`src/rtl/core/ohlc_pkg.sv`:
```
// shared types, constants and helpers for the ohlc bar aggregator
// no dependencies
`timescale 1ns / 1ps
`default_nettype none
package ohlc_pkg;

  localparam int SLOTS    = 256;
  localparam int SLOT_W   = $clog2(SLOTS);
  localparam int TIME_W   = 63;
  localparam int PRICE_W  = 48;
  localparam int VOL_W    = 48;
  localparam int CNT_W    = 32;
  localparam int IV_W     = 46;

  localparam logic [IV_W-1:0]   IV_RESET = 46'd60000000000;
  localparam logic [CNT_W-1:0]  CNT_MAX  = '1;
  localparam logic [TIME_W-1:0] TIME_MAX = '1;

  localparam logic CMD_SUBSCRIBE = 1'b0;
  localparam logic CMD_TRADE     = 1'b1;

  typedef struct packed {
    logic [TIME_W-1:0]         win_start;
    logic [TIME_W-1:0]         win_end;
    logic signed [PRICE_W-1:0] open_p;
    logic signed [PRICE_W-1:0] high_p;
    logic signed [PRICE_W-1:0] low_p;
    logic signed [PRICE_W-1:0] close_p;
    logic [VOL_W-1:0]          first_vol;
    logic [VOL_W-1:0]          win_vol;
    logic [CNT_W-1:0]          count;
  } entry_t;

  typedef enum logic [2:0] {
    ST_IDLE,
    ST_READ,
    ST_DIV,
    ST_ALIGN,
    ST_FIN
  } state_t;

  typedef struct packed {
    logic              start;
    logic [TIME_W-1:0] dividend;
    logic [IV_W-1:0]   divisor;
  } div_req_t;

  typedef struct packed {
    logic            done;
    logic [IV_W-1:0] rem;
  } div_rsp_t;

  function automatic logic [TIME_W-1:0] add_sat63(input logic [TIME_W-1:0] a,
                                                  input logic [TIME_W-1:0] b);
    logic [TIME_W:0] s;
    s = {1'b0, a} + {1'b0, b};
    return s[TIME_W] ? TIME_MAX : s[TIME_W-1:0];
  endfunction

endpackage
`default_nettype wire

```
`src/rtl/core/ohlc_mod_unit.sv`:
```
// bit-serial restoring remainder unit, one dividend bit per cycle
// depends on ohlc_pkg
`timescale 1ns / 1ps
`default_nettype none
module ohlc_mod_unit (
  input  wire              clk,
  input  wire              rst,
  input  ohlc_pkg::div_req_t req,
  output ohlc_pkg::div_rsp_t rsp
);
  import ohlc_pkg::*;

  localparam int STEP_W = $clog2(TIME_W);
  localparam logic [STEP_W-1:0] LAST_STEP = STEP_W'(TIME_W - 1);

  logic              busy;
  logic              done;
  logic [STEP_W-1:0] step;
  logic [TIME_W-1:0] shift;
  logic [IV_W-1:0]   divisor;
  logic [IV_W-1:0]   rem;
  logic [IV_W:0]     trial;

  assign trial = {rem, shift[TIME_W-1]};

  always_ff @(posedge clk) begin
    if (rst) begin
      busy <= 1'b0;
      done <= 1'b0;
    end else begin
      done <= 1'b0;
      if (req.start) begin
        busy <= 1'b1;
      end else if (busy && step == LAST_STEP) begin
        busy <= 1'b0;
        done <= 1'b1;
      end
    end
  end

  always_ff @(posedge clk) begin
    if (req.start) begin
      step    <= '0;
      shift   <= req.dividend;
      divisor <= req.divisor;
      rem     <= '0;
    end else if (busy) begin
      step  <= step + STEP_W'(1);
      shift <= {shift[TIME_W-2:0], 1'b0};
      if (trial >= {1'b0, divisor}) begin
        rem <= IV_W'(trial - {1'b0, divisor});
      end else begin
        rem <= trial[IV_W-1:0];
      end
    end
  end

  assign rsp = {done, rem};

endmodule
`default_nettype wire

```
`config.mk`:
```
export PLATFORM = sky130hd
export DESIGN_NAME = ohlc_mod_unit
export DESIGN_NICKNAME = d
export VERILOG_FILES = /design/src/rtl/core/ohlc_pkg.sv /design/src/rtl/core/ohlc_mod_unit.sv
export SDC_FILE = /design/constraint.sdc
export NUM_CORES = 1
export LEC_CHECK = 0
export BUFFER_PORTS_ARGS = -buffer_cell sky130_fd_sc_hd__buf_2
export CORE_MARGIN = 2
export CORE_UTILIZATION = 35
export DETAILED_ROUTE_END_ITERATION = 12
export HOLD_SLACK_MARGIN = 0.06
export PLACE_DENSITY = 0.59
export SLEW_MARGIN = 10
export SYNTH_ARGS = -nofsm -noshare
export SYNTH_HDL_FRONTEND = slang
export SYNTH_SLANG_ARGS = --single-unit
export TNS_END_PERCENT = 20
```
`constraint.sdc`:
```
create_clock -name clk -period 3.4 [get_ports clk]
set_input_delay 0.68 -clock clk [delete_from_list [all_inputs] [get_ports clk]]
set_output_delay 0.68 -clock clk [all_outputs]
set_load 0.03 [all_outputs]
```
==> results.tsv <==
stage	metric	value	unit
pwr	worst vdd ir	0.339	mV
synth	Synth Flop Type	edfxtp_1	
timing	Worst slew margin	55.1	%
synth	number of flops mapped to enable cells by yosys	109	
setup_path	R2R Path End	rem[36]$_SDFFE_PP0P_	
clock_tree	TritonCTS Buffers	17	
synth	Synthesis Warnings	0	
die	Core Region	26100	um^2
clock_tree	setup bufs post-CTS	0	
timing	final setup violation count	0	
clock_tree	Hold-fix buffers, CTS	0	
setup_path	Startpoint Class	register	
synth	Yosys top cell area share	35.1	%
hold_path	Hold WC Path Type	in2reg	
detailed_routing	DRC errors left	5	
detailed_routing	Final ANT Viol Nets	0	
pwr	Static Leak	4.71	nW
hold_path	Hold Path End	busy$_SDFFE_PP0P_	
setup_path	crit path buf inv count	0	
detailed_routing	Post-Route WL	22800	um
die	Top-Level Pins	159	
global_route	Tot GR Track Use	16.3	%
setup_path	CP peak stage delay	0.44	ns
timing	RSZ-0062 raised after global routing	false	
synth	Synth top cells by count	edfxtp_1 (109), nand2_1 (78), mux2_2 (62)	
place	routability cong.	0.841	
die	die area	27900	um^2
final_layout	share of layout cells above drive strength 1	32.2	%
timing	Final min period	3.12	ns
outcome	outcome	finished with violations	
clock_tree	CTS Buffer Depth	2	
die	Rows	59	
die	initial cell density of the core	35.7	%
setup_path	category of the critical setup timing path	reg2reg	
detailed_routing	drt wl/cell	16.7	um
detailed_routing	initial drt markers	461	
final_layout	Final Net Count	1176	
outcome	failing checks	design-rule violations	
clock_tree	Sink Count	163	
synth	synthesized area	9320	um^2
place	number of port buffers	158	
setup_path	cells along the critical path	ha_1 > a21oi_1 > o21a_1 > o22ai_1 > or3_1 > o21ai_2 > o21ai_4 > a21o_2 > nand2_1 > o21ai_1	
final_layout	Fill cells	2583	
detailed_routing	DR vias	7016	
global_route	GR Overflow Total	0	
timing	worst hold-check slack	0.422	ns
timing	Final Hold Violating Endpoints	0	
pwr	total power	0.00534	W
global_route	initial antenna violation count	1	
timing	max frequency	321	MHz
setup_path	R2R Setup Slk	0.28	ns
synth	sequential-to-total area share from yosys stat	46.7	%
job	maxcap violations	0	
final_layout	Post-Layout Cell Count	1364	
final_layout	Layout area overhead	18.3	%
pwr	Cell Pwr Density	484	nW/um^2
timing	Tcrit/Tclk final	91.6	%
clock_tree	CTS clk-pin slew, worst paths	0.07	ns
place	Placed Cells	1331	
setup_path	Worst Setup End Kind	register	
clock_tree	CTS H-Tree Depth	4	
synth	Net Count, Synth	1031	
die	Die Y-Extent	167	um
setup_path	Worst Path Arrival	3.41	ns
detailed_routing	vias per cell	5.14	
synth	FF+latch count, synth	163	
global_route	largest net degree at the start of global routing	81	
synth	Yosys cell types	61	
setup_path	FF-to-FF path depth	10	
clock_tree	clock latency on the worst-skew pair	0.43	ns
setup_path	data required time of the worst path	3.69	ns
synth	post-synthesis cell count	870	
synth	most numerous cell in the Yosys netlist	edfxtp_1	
timing	Fin Setup TNS	0	ns
clock_tree	CTS tree	done	
clock_tree	post-CTS resize count	0	
timing	Worst Skew	0.0125	ns
synth	top cell type by total area after synthesis	edfxtp_1	
synth	synth top area cells	edfxtp_1 (35%), dfxtp_1 (12%), mux2_2 (7.5%)	
synth	Post-synth ARST share	0	%
timing	worst-margin pin slew	0.673	ns
timing	Max Slew Vio Count	0	
setup_path	r2r startpoint	rem[15]$_SDFFE_PP0P_	
detailed_routing	drt pass-1 iters	9	
setup_path	critical path's slowest cell	nand2_1	
clock_tree	Clock Tree Root	clkbuf_16	
synth	Mean Syn Cell Area	10.7	um^2
hold_path	WHS Path Cells	2	
global_route	number of global-route vias before repair	6742	
global_route	first-pass GRT wire length	36300	um
setup_path	CP max FO	11	
place	detailed-placement wirelength estimate	16400	um
hold_path	hold_sp	rst	
setup_path	delay-heaviest family, CP	compound AO/OA/AOI/OAI gates	
die	die width	167	um
==> layout make-up <==
type                       count  area (um^2)  area share [%]
inverter                      58          218            1.98
timing repair buffer         169          930            8.44
sequential                   163         4360            39.5
multi-input combinational    606         4510            41.0
clock inverter                 9         92.6           0.840
tap                          335          419            3.80
clock buffer                  23          489            4.44
antenna                        1         2.50          0.0227
==> metal layers <==
layer / vias to the layer above / global-route usage (%) / share of wire (%)
li1: 3483 / - / -
met1: 3370 / 22.8 / 48
met2: 141 / 25.4 / 46
met3: 22 / 3.40 / 4.4
met4: 0 / 4.73 / 1.6
met5: - / 0 / 0
==> where the power goes <==
group          internal (W)  total (W)  switching, W
Sequential          0.00230    0.00237     0.0000731
Combinational      0.000425    0.00104      0.000613
Clock               0.00110    0.00193      0.000824
Total               0.00383    0.00534       0.00151
==> cells in the final DEF (no fill, tap or decap), types with 5 or more instances in the layout <==
master     count
and3_1        10
a211oi_2       6
buf_4          7
nor3_1        12
clkbuf_16     18
mux2_2        62
a32oi_1       12
edfxtp_1     109
nand2_2       23
inv_1         57
o21ai_0       21
a21o_1        35
a311oi_2      26
xnor2_1       25
nor2_1        55
nand2b_1       7
ha_1          48
nand3_1       11
nand2_1       78
or2_2          5
a21oi_1       48
buf_2        157
dfxtp_1       53
xor2_1        21
a31oi_1        9
o21ai_1       22
and2_1         5
o21a_1         7
nand4_1        7
==> state kept, by name (all words and copies together), names as in the netlist <==
register,cells
rem,46
shift,63
divisor,46
done,1
step,6
busy,1
==> worst max-delay path by stage <==
stage,cells after the start,end,start
global placement,12,rem[1]$_SDFFE_PP0P_,rem[15]$_SDFFE_PP0P_
detailed placement,12,rem[1]$_SDFFE_PP0P_,divisor[1]$_DFFE_PP_
finish,10,rem[36]$_SDFFE_PP0P_,rem[15]$_SDFFE_PP0P_
CTS,12,rem[35]$_SDFFE_PP0P_,divisor[4]$_DFFE_PP_
global route,10,rem[39]$_SDFFE_PP0P_,rem[15]$_SDFFE_PP0P_
floorplan,13,rem[32]$_SDFFE_PP0P_,rem[18]$_SDFFE_PP0P_
==> through the flow <==
step	utilization, %	area, um^2	setup slack [ns]
after CTS	42.2	11000	0.280
after global routing	42.2	11000	0.0819
after detailed placement	39.9	10400	0.318
after floorplan	-	9320	0.556
after global placement	39.9	10400	0.309
final	42.2	11000	0.285
==> cell families (layout without fill, tap and decap cells) <==
logic type / count (synthesis) / after routing / share of synthesized area [%]
AO/OA/AOI/OAI: 221 / 221 / 18.4
XOR/XNOR: 46 / 46 / 4.32
adder cells (fa/ha/maj): 49 / 49 / 6.66
buffers and inverters: 101 / 259 / 4.85
flip-flops: 163 / 163 / 46.7
multiplexers: 62 / 62 / 7.49
other: 0 / 1 / 0
AND/OR/NAND/NOR: 228 / 228 / 11.6
No activity file was read; power rests on OpenSTA's default activity.
